===== src/rtl/lss_pkg.sv =====
// ----------------------------------------------------------------------------
// lss_pkg
// Shared types, codes and defaults for the LIFO stack with search.
// ----------------------------------------------------------------------------
package lss_pkg;

	// Default configuration
	localparam int DEPTH_DEF      = 64;
	localparam int DATA_WIDTH_DEF = 32;

	// Fixed field widths of the request and response channels
	localparam int VALUE_W = 32;
	localparam int INDEX_W = 6;
	localparam int COUNT_W = 7;

	// Command codes
	typedef enum logic [1:0] {
		CMD_PUSH   = 2'd0,
		CMD_POP    = 2'd1,
		CMD_PEEK   = 2'd2,
		CMD_SEARCH = 2'd3
	} cmd_e_t;

	// Status codes
	typedef enum logic [1:0] {
		ST_OK        = 2'd0,
		ST_EMPTY     = 2'd1,
		ST_FULL      = 2'd2,
		ST_NOT_FOUND = 2'd3
	} status_e_t;

	// Controller states
	typedef enum logic [1:0] {
		S_IDLE,
		S_READ,
		S_SCAN,
		S_HOLD
	} state_e_t;

	// Request payload
	typedef struct packed {
		cmd_e_t               command;
		logic [VALUE_W-1:0]   value;
	} lss_cmd_t;

	// Response payload
	typedef struct packed {
		status_e_t            status;
		logic [VALUE_W-1:0]   data_out;
		logic [INDEX_W-1:0]   found_index;
		logic [COUNT_W-1:0]   depth_used;
		logic                 is_empty;
	} lss_rsp_t;

	// Handoff from controller to output stage
	typedef struct packed {
		logic                 valid;
		lss_rsp_t             rsp;
	} lss_res_t;

	function automatic lss_rsp_t make_rsp(
		input status_e_t          status,
		input logic [VALUE_W-1:0] data,
		input logic [INDEX_W-1:0] index,
		input logic [COUNT_W-1:0] count,
		input logic               empty
	);
		lss_rsp_t r;
		r.status      = status;
		r.data_out    = data;
		r.found_index = index;
		r.depth_used  = count;
		r.is_empty    = empty;
		return r;
	endfunction

endpackage


===== src/rtl/lss_stream_if.sv =====
// ----------------------------------------------------------------------------
// lss_stream_if
// Valid/ready channel carrying one transfer of a given payload type.
// ----------------------------------------------------------------------------
interface lss_stream_if #(
	parameter type payload_t = logic
);
	logic     valid;
	logic     ready;
	payload_t payload;

	modport source (output valid, output payload, input ready);
	modport sink   (input valid, input payload, output ready);
endinterface


===== src/rtl/lifo_stack_with_search_unit.sv =====
// ----------------------------------------------------------------------------
// lifo_stack_with_search_unit
// Fixed-depth LIFO stack with push, pop, peek and bottom-up key search.
//
//   channel | dir | payload                                          | fields
//   cmd     | in  | lss_cmd_t                                        | command, value
//   rsp     | out | lss_rsp_t  status, data_out, found_index,        | one per request
//           |     |            depth_used, is_empty                  |
//
// Push: pushes run back to back while the response register drains. Pop and
// peek issue a store read, then build the result in S_READ from the registered
// read data. Search walks up from entry 0 to the first match or the top entry;
// the walk reads one entry per cycle through the store's read port.
// Reset clears the entry count and the controller; the store is not cleared.
// A held response stalls the sequencer only when a second result is ready.
// ----------------------------------------------------------------------------
module lifo_stack_with_search_unit #(
	parameter int DEPTH      = lss_pkg::DEPTH_DEF,
	parameter int DATA_WIDTH = lss_pkg::DATA_WIDTH_DEF
) (
	input  logic         clk,
	input  logic         arst_n,
	lss_stream_if.sink   cmd,
	lss_stream_if.source rsp
);
	import lss_pkg::*;

	localparam int AW = $clog2(DEPTH);

	logic                  ram_we;
	logic [AW-1:0]         ram_waddr;
	logic [DATA_WIDTH-1:0] ram_wdata;
	logic                  ram_re;
	logic [AW-1:0]         ram_raddr;
	logic [DATA_WIDTH-1:0] ram_rdata;
	lss_res_t              res;
	logic                  res_take;

	// Sequencer
	lss_ctrl #(
		.DEPTH      (DEPTH),
		.DATA_WIDTH (DATA_WIDTH)
	) u_ctrl (
		.clk       (clk),
		.arst_n    (arst_n),
		.cmd       (cmd),
		.ram_we    (ram_we),
		.ram_waddr (ram_waddr),
		.ram_wdata (ram_wdata),
		.ram_re    (ram_re),
		.ram_raddr (ram_raddr),
		.ram_rdata (ram_rdata),
		.res       (res),
		.res_take  (res_take)
	);

	// Entry store
	lss_ram #(
		.DEPTH      (DEPTH),
		.DATA_WIDTH (DATA_WIDTH)
	) u_ram (
		.clk   (clk),
		.we    (ram_we),
		.waddr (ram_waddr),
		.wdata (ram_wdata),
		.re    (ram_re),
		.raddr (ram_raddr),
		.rdata (ram_rdata)
	);

	// Response register
	lss_out u_out (
		.clk      (clk),
		.arst_n   (arst_n),
		.res      (res),
		.res_take (res_take),
		.rsp      (rsp)
	);

	// Store is never read and written in the same cycle
	a_no_rw_overlap: assert property (@(posedge clk) disable iff (!arst_n)
		!(ram_we && ram_re))
		else $error("entry store read and written in the same cycle");

	// A store read keeps the sequencer busy on the next cycle
	a_read_completes: assert property (@(posedge clk) disable iff (!arst_n)
		ram_re |=> !cmd.ready)
		else $error("request accepted while a store read is in flight");

	// A result that cannot move blocks new requests
	a_hold_blocks: assert property (@(posedge clk) disable iff (!arst_n)
		(res.valid && !res_take) |-> !cmd.ready)
		else $error("request accepted while a result is stuck");

	// Store is written only by an accepted push
	a_no_write_busy: assert property (@(posedge clk) disable iff (!arst_n)
		(ram_we) |-> (cmd.valid && cmd.ready))
		else $error("store written outside a push request");
endmodule


===== src/rtl/lss_ram.sv =====
// ----------------------------------------------------------------------------
// lss_ram
// Entry store: one write port, one read port, registered read data.
// ----------------------------------------------------------------------------
module lss_ram #(
	parameter int DEPTH      = lss_pkg::DEPTH_DEF,
	parameter int DATA_WIDTH = lss_pkg::DATA_WIDTH_DEF
) (
	input  logic                     clk,
	input  logic                     we,
	input  logic [$clog2(DEPTH)-1:0] waddr,
	input  logic [DATA_WIDTH-1:0]    wdata,
	input  logic                     re,
	input  logic [$clog2(DEPTH)-1:0] raddr,
	output logic [DATA_WIDTH-1:0]    rdata
);
	logic [DATA_WIDTH-1:0] mem_q [DEPTH];
	logic [DATA_WIDTH-1:0] rdata_q;

	// Write port
	always_ff @(posedge clk) begin
		if (we) begin
			mem_q[waddr] <= wdata;
		end
	end

	// Read port, registered read data
	always_ff @(posedge clk) begin
		if (re) begin
			rdata_q <= mem_q[raddr];
		end
	end

	assign rdata = rdata_q;
endmodule


===== src/rtl/lss_ctrl.sv =====
// ----------------------------------------------------------------------------
// lss_ctrl
// Command sequencer: entry count, memory accesses, search walk, result build.
// ----------------------------------------------------------------------------
module lss_ctrl #(
	parameter int DEPTH      = lss_pkg::DEPTH_DEF,
	parameter int DATA_WIDTH = lss_pkg::DATA_WIDTH_DEF
) (
	input  logic                     clk,
	input  logic                     arst_n,
	lss_stream_if.sink               cmd,
	output logic                     ram_we,
	output logic [$clog2(DEPTH)-1:0] ram_waddr,
	output logic [DATA_WIDTH-1:0]    ram_wdata,
	output logic                     ram_re,
	output logic [$clog2(DEPTH)-1:0] ram_raddr,
	input  logic [DATA_WIDTH-1:0]    ram_rdata,
	output lss_pkg::lss_res_t        res,
	input  logic                     res_take
);
	import lss_pkg::*;

	localparam int AW = $clog2(DEPTH);
	localparam int CW = $clog2(DEPTH + 1);

	state_e_t               state_q, state_d;
	logic [CW-1:0]          count_q, count_d;
	logic [AW-1:0]          idx_q, idx_d;
	logic [DATA_WIDTH-1:0]  key_q;
	lss_rsp_t               res_q, res_d;
	logic                   res_load;

	logic                   accept;
	logic                   is_empty;
	logic                   is_full;
	logic                   hit;
	logic                   last;
	logic [CW-1:0]          idx_next;
	logic [COUNT_W-1:0]     count_out;
	lss_cmd_t               req;

	assign req       = cmd.payload;
	assign accept    = cmd.valid && cmd.ready;
	assign is_empty  = (count_q == '0);
	assign is_full   = (count_q == CW'(DEPTH));
	assign hit       = (ram_rdata == key_q);
	assign idx_next  = CW'(idx_q) + CW'(1);
	assign last      = (idx_next == count_q);

	// Ready when idle, or when the held result leaves this cycle
	assign cmd.ready = (state_q == S_IDLE) || (state_q == S_HOLD && res_take);

	// Next state
	always_comb begin
		state_d = state_q;
		case (state_q)
			S_IDLE, S_HOLD: begin
				if (accept) begin
					case (req.command)
						CMD_PUSH:          state_d = S_HOLD;
						CMD_POP, CMD_PEEK: state_d = is_empty ? S_HOLD : S_READ;
						CMD_SEARCH:        state_d = is_empty ? S_HOLD : S_SCAN;
						default:           state_d = S_HOLD;
					endcase
				end else if (state_q == S_HOLD && res_take) begin
					state_d = S_IDLE;
				end
			end
			S_READ: state_d = S_HOLD;
			S_SCAN: begin
				if (hit || last) begin
					state_d = S_HOLD;
				end
			end
			default: state_d = S_IDLE;
		endcase
	end

	// Outputs, memory accesses and result assembly
	always_comb begin
		ram_we    = 1'b0;
		ram_waddr = AW'(count_q);
		ram_wdata = DATA_WIDTH'(req.value);
		ram_re    = 1'b0;
		ram_raddr = '0;
		count_d   = count_q;
		idx_d     = idx_q;
		res_load  = 1'b0;
		res_d     = res_q;
		count_out = COUNT_W'(count_q);
		case (state_q)
			S_IDLE, S_HOLD: begin
				if (accept) begin
					res_load = 1'b1;
					case (req.command)
						CMD_PUSH: begin
							if (is_full) begin
								res_d = make_rsp(ST_FULL, '0, '0, count_out, is_empty);
							end else begin
								ram_we  = 1'b1;
								count_d = count_q + CW'(1);
								res_d   = make_rsp(ST_OK, '0, '0,
									COUNT_W'(count_d), 1'b0);
							end
						end
						CMD_POP, CMD_PEEK: begin
							if (is_empty) begin
								res_d = make_rsp(ST_EMPTY, '0, '0, count_out, 1'b1);
							end else begin
								// result completes when read data returns
								res_load  = 1'b0;
								ram_re    = 1'b1;
								ram_raddr = AW'(count_q - CW'(1));
								if (req.command == CMD_POP) begin
									count_d = count_q - CW'(1);
								end
							end
						end
						CMD_SEARCH: begin
							if (is_empty) begin
								res_d = make_rsp(ST_NOT_FOUND, '0, '0, count_out, 1'b1);
							end else begin
								res_load  = 1'b0;
								ram_re    = 1'b1;
								ram_raddr = '0;
								idx_d     = '0;
							end
						end
						default: res_load = 1'b0;
					endcase
				end
			end
			S_READ: begin
				res_load = 1'b1;
				res_d    = make_rsp(ST_OK, VALUE_W'(ram_rdata), '0, count_out, is_empty);
			end
			S_SCAN: begin
				// compare the entry read last cycle, fetch the next one
				if (hit) begin
					res_load = 1'b1;
					res_d    = make_rsp(ST_OK, '0, INDEX_W'(idx_q), count_out, is_empty);
				end else if (last) begin
					res_load = 1'b1;
					res_d    = make_rsp(ST_NOT_FOUND, '0, '0, count_out, is_empty);
				end else begin
					ram_re    = 1'b1;
					ram_raddr = AW'(idx_next);
					idx_d     = AW'(idx_next);
				end
			end
			default: ;
		endcase
	end

	// Control registers
	always_ff @(posedge clk or negedge arst_n) begin
		if (!arst_n) begin
			state_q <= S_IDLE;
			count_q <= '0;
		end else begin
			state_q <= state_d;
			count_q <= count_d;
		end
	end

	// Payload registers
	always_ff @(posedge clk) begin
		idx_q <= idx_d;
		if (accept) begin
			key_q <= DATA_WIDTH'(req.value);
		end
		if (res_load) begin
			res_q <= res_d;
		end
	end

	assign res.valid = (state_q == S_HOLD);
	assign res.rsp   = res_q;
endmodule


===== src/rtl/lss_out.sv =====
// ----------------------------------------------------------------------------
// lss_out
// Response register: parts the response channel from the sequencer.
// ----------------------------------------------------------------------------
module lss_out (
	input  logic              clk,
	input  logic              arst_n,
	input  lss_pkg::lss_res_t res,
	output logic              res_take,
	lss_stream_if.source      rsp
);
	import lss_pkg::*;

	logic     valid_q;
	lss_rsp_t payload_q;

	// Slot is free when empty or drained this cycle
	assign res_take = res.valid && (!valid_q || rsp.ready);

	always_ff @(posedge clk or negedge arst_n) begin
		if (!arst_n) begin
			valid_q <= 1'b0;
		end else if (res_take) begin
			valid_q <= 1'b1;
		end else if (rsp.ready) begin
			valid_q <= 1'b0;
		end
	end

	always_ff @(posedge clk) begin
		if (res_take) begin
			payload_q <= res.rsp;
		end
	end

	assign rsp.valid   = valid_q;
	assign rsp.payload = payload_q;
endmodule

===== src/flat_wrapper.sv =====
// flat-port wrapper written by rule: the top's interface ports become plain ports
module lifo_stack_with_search_unit_flat import lss_pkg::*;
#(
	parameter int DEPTH      = lss_pkg::DEPTH_DEF,
	parameter int DATA_WIDTH = lss_pkg::DATA_WIDTH_DEF
)
  (clk, arst_n, cmd_valid, cmd_payload, cmd_ready, rsp_valid, rsp_payload, rsp_ready);
  lss_stream_if cmd_i ();
  lss_stream_if rsp_i ();
  input  logic clk;
  input  logic arst_n;
  input wire logic [$bits(cmd_i.valid)-1:0] cmd_valid;
  input wire logic [$bits(cmd_i.payload)-1:0] cmd_payload;
  output wire logic [$bits(cmd_i.ready)-1:0] cmd_ready;
  output wire logic [$bits(rsp_i.valid)-1:0] rsp_valid;
  output wire logic [$bits(rsp_i.payload)-1:0] rsp_payload;
  input wire logic [$bits(rsp_i.ready)-1:0] rsp_ready;
  assign cmd_i.valid = cmd_valid;
  assign cmd_i.payload = cmd_payload;
  assign cmd_ready = cmd_i.ready;
  assign rsp_valid = rsp_i.valid;
  assign rsp_payload = rsp_i.payload;
  assign rsp_i.ready = rsp_ready;
  lifo_stack_with_search_unit #(.DEPTH(DEPTH), .DATA_WIDTH(DATA_WIDTH)) u_core (.clk(clk), .arst_n(arst_n), .cmd(cmd_i), .rsp(rsp_i));
endmodule

===== config.mk =====
export PLATFORM = sky130hd
export DESIGN_NAME = lifo_stack_with_search_unit_flat
export DESIGN_NICKNAME = d
export VERILOG_FILES = /design/src/rtl/lss_pkg.sv /design/src/rtl/lss_stream_if.sv /design/src/rtl/lifo_stack_with_search_unit.sv /design/src/rtl/lss_ram.sv /design/src/rtl/lss_ctrl.sv /design/src/rtl/lss_out.sv /design/src/flat_wrapper.sv
export SDC_FILE = /design/constraint.sdc
export NUM_CORES = 1
export LEC_CHECK = 0
export BUFFER_PORTS_ARGS = -buffer_cell sky130_fd_sc_hd__buf_2
export CORE_AREA = 2 2 39 41
export CTS_CLUSTER_DIAMETER = 150
export CTS_CLUSTER_SIZE = 20
export DETAILED_ROUTE_END_ITERATION = 6
export DIE_AREA = 0 0 41 43
export PLACE_DENSITY = 0.35
export SYNTH_ARGS = -nofsm -noshare
export SYNTH_HDL_FRONTEND = slang
export SYNTH_SLANG_ARGS = --single-unit

===== constraint.sdc =====
create_clock -name clk -period 1.4 [get_ports clk]
set_clock_uncertainty 0.2 [all_clocks]
set_input_delay 0.07 -clock clk [delete_from_list [all_inputs] [get_ports clk]]
set_output_delay 0.07 -clock clk [all_outputs]
set_load 0.03 [all_outputs]

==> flow_summary_export.csv, run 1 <==
group,metric,value,unit
synthesis,yosys_warnings,0,
placement,place.gp.congestion,0.474,
worst_setup_path,path_buf_inv,2,
worst_setup_path,cp.required,1130,ps
clocking,clkSlewWorstSetupHoldPaths,40,ps
drt,drt_pass1_iterations,2,
drt,wl_per_cell,8.00,um
cells_and_area,drive_gt1_share,42.3,%
grt,grt_pass1_vias,167,
worst_setup_path,end_kind,"primary output",
drt,ant_nets,0,
worst_setup_path,critPathLaunch,"u_core.u_out.rsp.valid",
grt,antenna_found_initial,0,
pwr,p_switching,74.7,uW
pwr,power.share.sequential,41.8,%
die,pin_count,8,
die,rows,14,
clocking,cts_buffer_depth,2,
drt,route.detailed.drc,0,
cells_and_area,final_cells,42,
die,die_h,43,um
grt,grt_pass1_wl,593,um
pwr,clkPwrFrac,42.1,%
grt,grt_max_degree,4,
worst_setup_path,slowest_delay,380,ps
clocking,cts_sinks,4,
synthesis,synth_cell_type_count,10,
worst_setup_path,path_max_fanout,3,
cells_and_area,antenna_cells,0,
sta,period_share,94.5,%
synthesis,synth_seq_cells,4,
hold_path,worstHoldStart,"rsp_ready",
clocking,cts_setup_buffers,0,
worst_setup_path,critPathKind,"flop to primary output",
sta,finalMaxSlewViolations,0,
pwr,internal_power,254,uW
synthesis,syn_nets,19,
pwr,total_power,329,uW
sta,rsz0062_at_grt,"no",
worst_setup_path,crit_slowest_cell,"dfrtp_1",
pwr,p_sw_share,22.7,%
clocking,insertion_delay,230,ps
clocking,root_buffer,"clkbuf_4",
run,max_cap_violations,0,
sta,fmax,0.756,GHz
worst_setup_path,r2r_start,"u_core.u_out.rsp.valid",
drt,routed_wl,336,um
die,start_util,12.1,%
pwr,p_leak,0.123,nW
synthesis,syn_area_per_cell,12.0,sq um
sta,fin_hold_ws,133,ps
pwr,peakVddDrop,0.290,mV
clocking,htree_levels,1,
grt,grt_use_total,5.95,%
sta,finalSetupTns,0,ps
clocking,cts_tree,"built",
clocking,cts_inserted_buffers,3,
worst_setup_path,crit_family,"flip-flops",
synthesis,synth-seq-area-share,65.7,%
worst_setup_path,startpoint_type,"flop",
sta,finalCriticalPeriod,1320,ps
die,die_w,41,um
hold_path,hold_path.class,"input pin to flop",
cells_and_area,fin_nets,33,
synthesis,synthesis.area,168,sq um
drt,drt_iter0_drc,1,
pwr,p_comb_share,16.0,%
drt,vias_per_cell,3.17,
die,die_area,1760,sq um
sta,hold_viol,0,
pwr,power_density,1170,nW/um^2
placement,dp_cells,35,
drt,vias,133,
sta,setup_viol,0,
grt,gr-total-overflow,0,
placement,port_buffers,6,
outcome,outcome,"completed",
worst_setup_path,arrival,1050,ps
worst_setup_path,crit_path_cell_trace,"and3b_2 > clkinvlp_4 > buf_6",
die,core_area,1380,sq um
cells_and_area,area_growth_syn_to_layout,67.2,%
synthesis,synthCells,14,
==> cells in the final DEF (no fill, tap or decap), drive strengths merged <==
cell type	synthesis	final
edfxtp	2	2
nand2b	2	2
buf	1	6
nand2	1	1
nor2	1	1
dlygate4sd3	0	4
dfrtp	2	2
conb	1	1
clkinvlp	0	1
and3b	1	1
clkbuf	0	3
and2	1	1
inv	2	1
==> cells in the mapped netlist <==
cell type	count	area share, %
conb_1	1	2.2
dfrtp_1	2	30
nand2_1	1	2.2
buf_6	1	6.7
nand2b_1	2	7.5
edfxtp_1	2	36
nor2_1	1	2.2
inv_1	2	4.5
and3b_1	1	5.2
and2_1	1	3.7
==> sequential cells by signal (all words and copies together), names as in the netlist <==
| signal | count |
|---|---|
| u_core.u_ctrl.res | 1 |
| u_core.u_ctrl.state_q | 1 |
| u_core.u_out.rsp.payload | 1 |
| u_core.u_out.rsp.valid | 1 |
==> metal layers <==
metal | vias up | global-route usage [%] | routed length, um
met3 | 2 | 6.28 | 48
met5 | - | 0 | 0
met4 | 0 | 6.00 | 6
met2 | 7 | 7.19 | 132
li1 | 66 | - | -
met1 | 58 | 4.89 | 149
==> per-stage QoR <==
step	utilization (%)	instance area, sq um	worst slack, ps
after floorplan	-	171	12.5
after global placement	15.2	210	227
after detailed placement	15.2	210	209
after CTS	19.8	274	17.6
after global routing	20.3	280	8.70
final	20.3	280	77.6
==> final timing paths <==
path	end	slack, ps	depth (start not counted)
max reg2reg	u_core.u_ctrl.res[0]	180	2
min	u_core.u_ctrl.state_q[0]	130	4
max in group asynchronous	u_core.u_ctrl.state_q[0]	370	3
max	cmd_ready	80	3
min reg2reg	u_core.u_out.rsp.payload	220	0
min in group asynchronous	u_core.u_out.rsp.valid	500	3
==> worst register-to-register path: cells and delay by family, from the launching register on <==
family / cells / cell delay [ps]
flops: 1 / 380
simple gates: 2 / 350
==> cell type report <==
| cell class | instances | area (sq um) |
|---|---|---|
| Timing Repair Buffer | 10 | 76.3 |
| Multi-Input combinational cell | 7 | 40.0 |
| Tap cell | 16 | 20.0 |
| Fill cell | 156 | 1100 |
| Sequential cell | 4 | 110 |
| Clock buffer | 3 | 22.5 |
| Inverter | 2 | 11.3 |
==> timing repair <==
action / in CTS / in global routing
pin swaps: 0 / 1
gates resized for setup: 1 / 3
setup endpoints to repair: 1 / 1
hold buffers: 4 / 0
hold endpoints to repair: 5 / 0
==> power groups by stage <==
stage / combinational (mW) / sequential, mW / clock (mW)
2_1_floorplan: 0.0230 / 0.148 / 0
4_1_cts: 0.0497 / 0.138 / 0.148
6_report: 0.0526 / 0.138 / 0.139
3_5_place_dp: 0.0399 / 0.139 / 0
3_3_place_gp: 0.0392 / 0.138 / 0
5_1_grt: 0.0580 / 0.139 / 0.154
==> kinds of logic after synthesis <==
kind of cell	count (synthesis)	share of synthesized area, %
simple gates	6	20.9
other cells	1	2.24
buf+inv	3	11.2
flops	4	65.7
No activity file was read; power rests on OpenSTA's default activity.
==> inputs of run 2 (changes only) <==
--- a/config.mk
+++ b/config.mk
@@ -5,13 +5,16 @@
 export SDC_FILE = /design/constraint.sdc
 export NUM_CORES = 1
 export LEC_CHECK = 0
+export ABC_AREA = 1
 export BUFFER_PORTS_ARGS = -buffer_cell sky130_fd_sc_hd__buf_2
+export CELL_PAD_IN_SITES_DETAIL_PLACEMENT = 0
+export CELL_PAD_IN_SITES_GLOBAL_PLACEMENT = 1
 export CORE_AREA = 2 2 39 41
 export CTS_CLUSTER_DIAMETER = 150
 export CTS_CLUSTER_SIZE = 20
 export DETAILED_ROUTE_END_ITERATION = 6
 export DIE_AREA = 0 0 41 43
-export PLACE_DENSITY = 0.35
+export PLACE_DENSITY = 0.41
 export SYNTH_ARGS = -nofsm -noshare
 export SYNTH_HDL_FRONTEND = slang
 export SYNTH_SLANG_ARGS = --single-unit
==> constraint.sdc (replaced) <==
create_clock -name clk -period 1.25 [get_ports clk]
set_clock_uncertainty 0.2 [all_clocks]
set_input_delay 0.0625 -clock clk [delete_from_list [all_inputs] [get_ports clk]]
set_output_delay 0.0625 -clock clk [all_outputs]
set_load 0.03 [all_outputs]
==> flow_summary_export.csv, run 2 <==
group,metric,value,unit
hold_path,hold_path.class,"input pin to flop",
die,pin_count,8,
sta,finalMaxSlewViolations,0,
clocking,cts_inserted_buffers,3,
worst_setup_path,crit_slowest_cell,"dfrtp_2",
pwr,peakVddDrop,0.532,mV
clocking,cts_sinks,4,
sta,finalSetupTns,0,ps
placement,dp_cells,36,
cells_and_area,antenna_cells,0,
placement,post-place-ws,158,ps
sta,setup_viol,0,
cells_and_area,drive_gt1_share,46.4,%
drt,vias,128,
clocking,cts_buffer_depth,2,
drt,ant_nets,0,
sta,period_share,93.8,%
synthesis,synthCells,14,
synthesis,synth_top_area_share,38.1,%
worst_setup_path,critPathKind,"flop to primary output",
synthesis,synth_cell_type_count,9,
clocking,insertion_delay,240,ps
synthesis,yosys-top-cells-count,"nand2_1, dfrtp_1, edfxtp_1, inv_1",
die,core_area,1380,sq um
cells_and_area,layout_commonest_cell,"buf_2",
synthesis,synth_seq_cells,4,
synthesis,synthFlopType,"edfxtp_1",
grt,grt_pass1_vias,126,
grt,grt_use_total,5.34,%
outcome,outcome,"complete, but fails checks",
synthesis,yosysMostFrequentCell,"nand2_1",
worst_setup_path,path_max_fanout,4,
outcome,violations,"negative hold slack",
synthesis,yosys.area.top_type,"edfxtp_1",
cells_and_area,layout_common_cells,"buf_2, dlygate4sd3_1, nand2_1, clkbuf_4",
clocking,cts_setup_buffers,0,
sta,fmax,0.852,GHz
synthesis,synth_area_leaders,"edfxtp_1, dfrtp_1, nand2_1",
synthesis,syn_area_per_cell,11.3,sq um
pwr,p_leak,0.133,nW
drt,route.detailed.drc,0,
sta,fin_hold_ws,-23.5,ps
placement,place.gp.congestion,0.575,
drt,wl_per_cell,6.80,um
die,die_area,1760,sq um
synthesis,synth-seq-area-share,69.8,%
cells_and_area,fin_nets,34,
synthesis,syn_nets,19,
drt,drt_iter0_drc,0,
grt,grt_pass1_wl,483,um
pwr,total_power,418,uW
sta,hold_viol,1,
sta,finalCriticalPeriod,1170,ps
clocking,root_buffer,"clkbuf_4",
worst_setup_path,startpoint_type,"flop",
grt,grt_max_degree,5,
grt,gr-total-overflow,0,
cells_and_area,final_cells,44,
synthesis,yosys_warnings,0,
synthesis,async_reset_ff_share,50.0,%
pwr,power_density,1470,nW/um^2
placement,dp_hpwl,207,um
grt,antenna_found_initial,0,
die,rows,14,
die,die_h,43,um
run,max_cap_violations,0,
clocking,cts_tree,"built",
clocking,htree_levels,1,
worst_setup_path,slowest_delay,430,ps
placement,port_buffers,6,
drt,routed_wl,299,um
cells_and_area,area_growth_syn_to_layout,81.0,%
clocking,clkSlewWorstSetupHoldPaths,40,ps
synthesis,synthesis.area,158,sq um
worst_setup_path,cp.required,990,ps
die,start_util,11.4,%
drt,drt_pass1_iterations,1,
worst_setup_path,end_kind,"primary output",
synthesis,synth_edf_count,2,
sta,rsz0062_at_grt,"no",
worst_setup_path,crit_path_cell_trace,"nand3_4 > buf_4",
die,die_w,41,um
cells_and_area,n_fill_cell,152,
drt,vias_per_cell,2.91,
worst_setup_path,arrival,910,ps
sta,setup_ws,76.9,ps
run 2: logic make-up (layout without fill, tap and decap cells):
| logic type | after synthesis | count (layout) | share of synthesized area [%] |
|---|---|---|---|
| AND/OR/NAND/NOR | 5 | 5 | 17.5 |
| flip-flops | 4 | 4 | 69.8 |
| buffers and inverters | 3 | 17 | 7.14 |
| other | 1 | 1 | 2.38 |
| AO/OA/AOI/OAI | 1 | 1 | 3.17 |
run 2: worst max-delay path: cells and delay by family, from the launching register on:
family        cells  cell delay [ps]
flops             1              430
buf+inv           1              160
simple gates      1               80
run 2: cell type report:
type,count,area (sq um),area share (%)
Clock buffer,4,26.3,9.21
Inverter,3,11.3,3.95
Multi-Input combinational cell,7,43.8,15.4
Sequential cell,4,111,39.0
Tap cell,16,20.0,7.02
Timing Repair Buffer,10,72.6,25.4
run 2: metal layers:
metal,track usage (%),routed length (um),part of all wire [%]
met5,0,0,0
met4,6.00,0,0
met3,7.85,46,15
met2,4.06,99,33
met1,5.19,153,51
run 2: worst paths after layout:
| kind | startpoint | end | slack [ps] | depth (start not counted) |
|---|---|---|---|---|
| max | u_core.u_out.rsp.valid | cmd_ready | 80 | 2 |
| min | rsp_ready | u_core.u_ctrl.state_q[0] | -20 | 4 |
| max reg2reg | u_core.u_out.rsp.valid | u_core.u_ctrl.res[0] | 150 | 3 |
| min reg2reg | u_core.u_ctrl.res[0] | u_core.u_out.rsp.payload | 210 | 0 |
| max in group asynchronous | arst_n | u_core.u_out.rsp.valid | 220 | 3 |
| min in group asynchronous | arst_n | u_core.u_out.rsp.valid | 480 | 3 |
run 2: stage by stage:
step / util [%] / area (sq um)
global placement: 15.6 / 216
floorplan: - / 166
CTS: 19.7 / 273
detailed placement: 15.6 / 216
global route: 20.6 / 285
finish: 20.6 / 285
run 2: repair_timing:
action                                 in CTS  in global routing
setup endpoints to repair                   0                  1
hold buffers                                3                  1
endpoints found under the hold margin       5                  1
gates resized for setup                     0                  2
run 2: where the power goes:
part	total, mW	switching [mW]	internal [mW]	leakage [nW]
clock network	0.178	0.0578	0.120	0.0150
logic	0.0728	0.0430	0.0297	0.0771
registers	0.167	0.0115	0.156	0.0407
==> inputs of run 3 (changes only) <==
--- a/config.mk
+++ b/config.mk
@@ -5,7 +5,6 @@
 export SDC_FILE = /design/constraint.sdc
 export NUM_CORES = 1
 export LEC_CHECK = 0
-export ABC_AREA = 1
 export BUFFER_PORTS_ARGS = -buffer_cell sky130_fd_sc_hd__buf_2
 export CELL_PAD_IN_SITES_DETAIL_PLACEMENT = 0
 export CELL_PAD_IN_SITES_GLOBAL_PLACEMENT = 1
==> flow_summary_export.csv, run 3 (same netlist as run 1, synthesis figures left out) <==
group,metric,value,unit
pwr,peakVddDrop,0.569,mV
grt,grt_use_total,5.74,%
sta,period_share,106,%
grt,grt_pass1_vias,177,
die,core_area,1380,sq um
outcome,violations,"negative setup slack",
hold_path,hold_path.class,"input pin to flop",
placement,dp_cells,35,
sta,finalCriticalPeriod,1320,ps
cells_and_area,final_util,22.2,%
worst_setup_path,crit_path_cell_trace,"and3b_2 > buf_4 > nor2_4",
worst_setup_path,timing.rr.end,"u_core.u_ctrl.res[0]",
drt,routed_wl,375,um
sta,fin_hold_ws,102,ps
clocking,clkSlewWorstSetupHoldPaths,40,ps
grt,grt_pass1_wl,627,um
worst_setup_path,startpoint_type,"flop",
worst_setup_path,r2r_cells,3,
sta,setup_ws,-70.2,ps
drt,drt_pass1_iterations,1,
worst_setup_path,path_max_fanout,2,
cells_and_area,n_fill_cell,153,
clocking,htree_levels,1,
clocking,root_buffer,"clkbuf_4",
clocking,cts_sinks,4,
die,die_h,43,um
die,die_area,1760,sq um
pwr,power_density,1320,nW/um^2
die,pin_count,8,
placement,port_buffers,6,
drt,wl_per_cell,8.33,um
die,start_util,12.1,%
drt,vias_per_cell,3.04,
worst_setup_path,critPathKind,"flop to flop",
sta,finalMaxSlewViolations,0,
worst_setup_path,r2r_setup_slack,-70,ps
drt,route.detailed.drc,0,
cells_and_area,drive_gt1_share,51.7,%
die,rows,14,
drt,ant_nets,0,
placement,place.gp.congestion,0.571,
clocking,cts_buffer_depth,2,
cells_and_area,layout_commonest_cell,"buf_2",
outcome,outcome,"complete, but fails checks",
cells_and_area,antenna_cells,0,
placement,dp_hpwl,215,um
cells_and_area,area_growth_syn_to_layout,83.6,%
clocking,cts_tree,"built",
worst_setup_path,crit_slowest_cell,"dfrtp_2",
sta,rsz0062_at_grt,"yes",
clocking,cts_inserted_buffers,3,
drt,drt_iter0_drc,0,
hold_path,worstHoldStart,"rsp_ready",
sta,setup_viol,2,
cells_and_area,layout_common_cells,"buf_2, dlygate4sd3_1, clkbuf_4",
worst_setup_path,end_kind,"flop",
pwr,p_leak,0.135,nW
die,die_w,41,um
run,max_cap_violations,0,
grt,antenna_found_initial,0,
worst_setup_path,slowest_delay,390,ps
worst_setup_path,arrival,1070,ps
sta,fmax,0.757,GHz
grt,gr-total-overflow,0,
drt,vias,137,
hold_path,min_to,"u_core.u_ctrl.state_q[0]",
cells_and_area,fin_nets,35,
sta,hold_viol,0,
grt,grt_max_degree,4,
worst_setup_path,r2r_start,"u_core.u_out.rsp.valid",
clocking,insertion_delay,240,ps
cells_and_area,final_cells,45,
placement,post-place-ws,33.0,ps
worst_setup_path,cp.required,1000,ps
hold_path,holdPathStages,4,
==> run 3: final cells by class <==
| cell class | count | area (sq um) | area share (%) |
|---|---|---|---|
| tap | 16 | 20.0 | 6.50 |
| timing repair buffer | 12 | 91.3 | 29.7 |
| sequential | 4 | 111 | 36.2 |
| clock buffer | 4 | 26.3 | 8.54 |
| inverter | 2 | 11.3 | 3.66 |
| multi-input combinational | 7 | 47.5 | 15.4 |
==> run 3: worst max-delay path, delay by kind of cell (launching register included) <==
family	cells	cell delay, ps
flip-flops	1	390
AND/OR/NAND/NOR	2	290
buffers and inverters	1	140
==> run 3: routing by layer <==
| layer | wire [um] | part of all wire, % | vias up | track usage, % |
|---|---|---|---|---|
| met2 | 148 | 39 | 9 | 7.50 |
| met1 | 175 | 47 | 59 | 5.84 |
| met4 | 0 | 0 | 0 | 2.00 |
| met3 | 51 | 14 | 0 | 6.28 |
| met5 | 0 | 0 | - | 0 |
| li1 | - | - | 69 | - |
==> run 3: worst max path at each step <==
stage | startpoint | endpoint | slack [ps] | cells past startpoint
after floorplan | u_core.u_out.rsp.valid | u_core.u_ctrl.res[0] | -90 | 3
after global placement | u_core.u_out.rsp.valid | u_core.u_ctrl.res[0] | 50 | 2
after detailed placement | u_core.u_out.rsp.valid | u_core.u_ctrl.res[0] | 30 | 2
after CTS | u_core.u_out.rsp.valid | cmd_ready | -100 | 3
after global routing | u_core.u_out.rsp.valid | cmd_ready | -120 | 3
final | u_core.u_out.rsp.valid | u_core.u_ctrl.res[0] | -70 | 3
==> run 3: timing repair <==
item | CTS | global route
resized for setup | 3 | 1
endpoints found under the setup margin | 1 | 2
pin swaps | 1 | 0
hold buffers | 4 | 0
gates cloned | 0 | 0
buffers inserted | 1 | 1
hold endpoints to repair | 5 | 0
==> run 3: report_power, final <==
group	internal [mW]	switching, mW
Sequential	0.150	0.00371
Combinational	0.0346	0.0357
Clock	0.120	0.0613
==> run 3: per-stage QoR <==
stage	power, mW	setup TNS (ps)	area (sq um)
2_1_floorplan	0.193	-138	175
3_3_place_gp	0.201	0	214
3_5_place_dp	0.202	0	214
4_1_cts	0.408	-195	295
5_1_grt	0.430	-233	308
6_report	0.406	-140	308
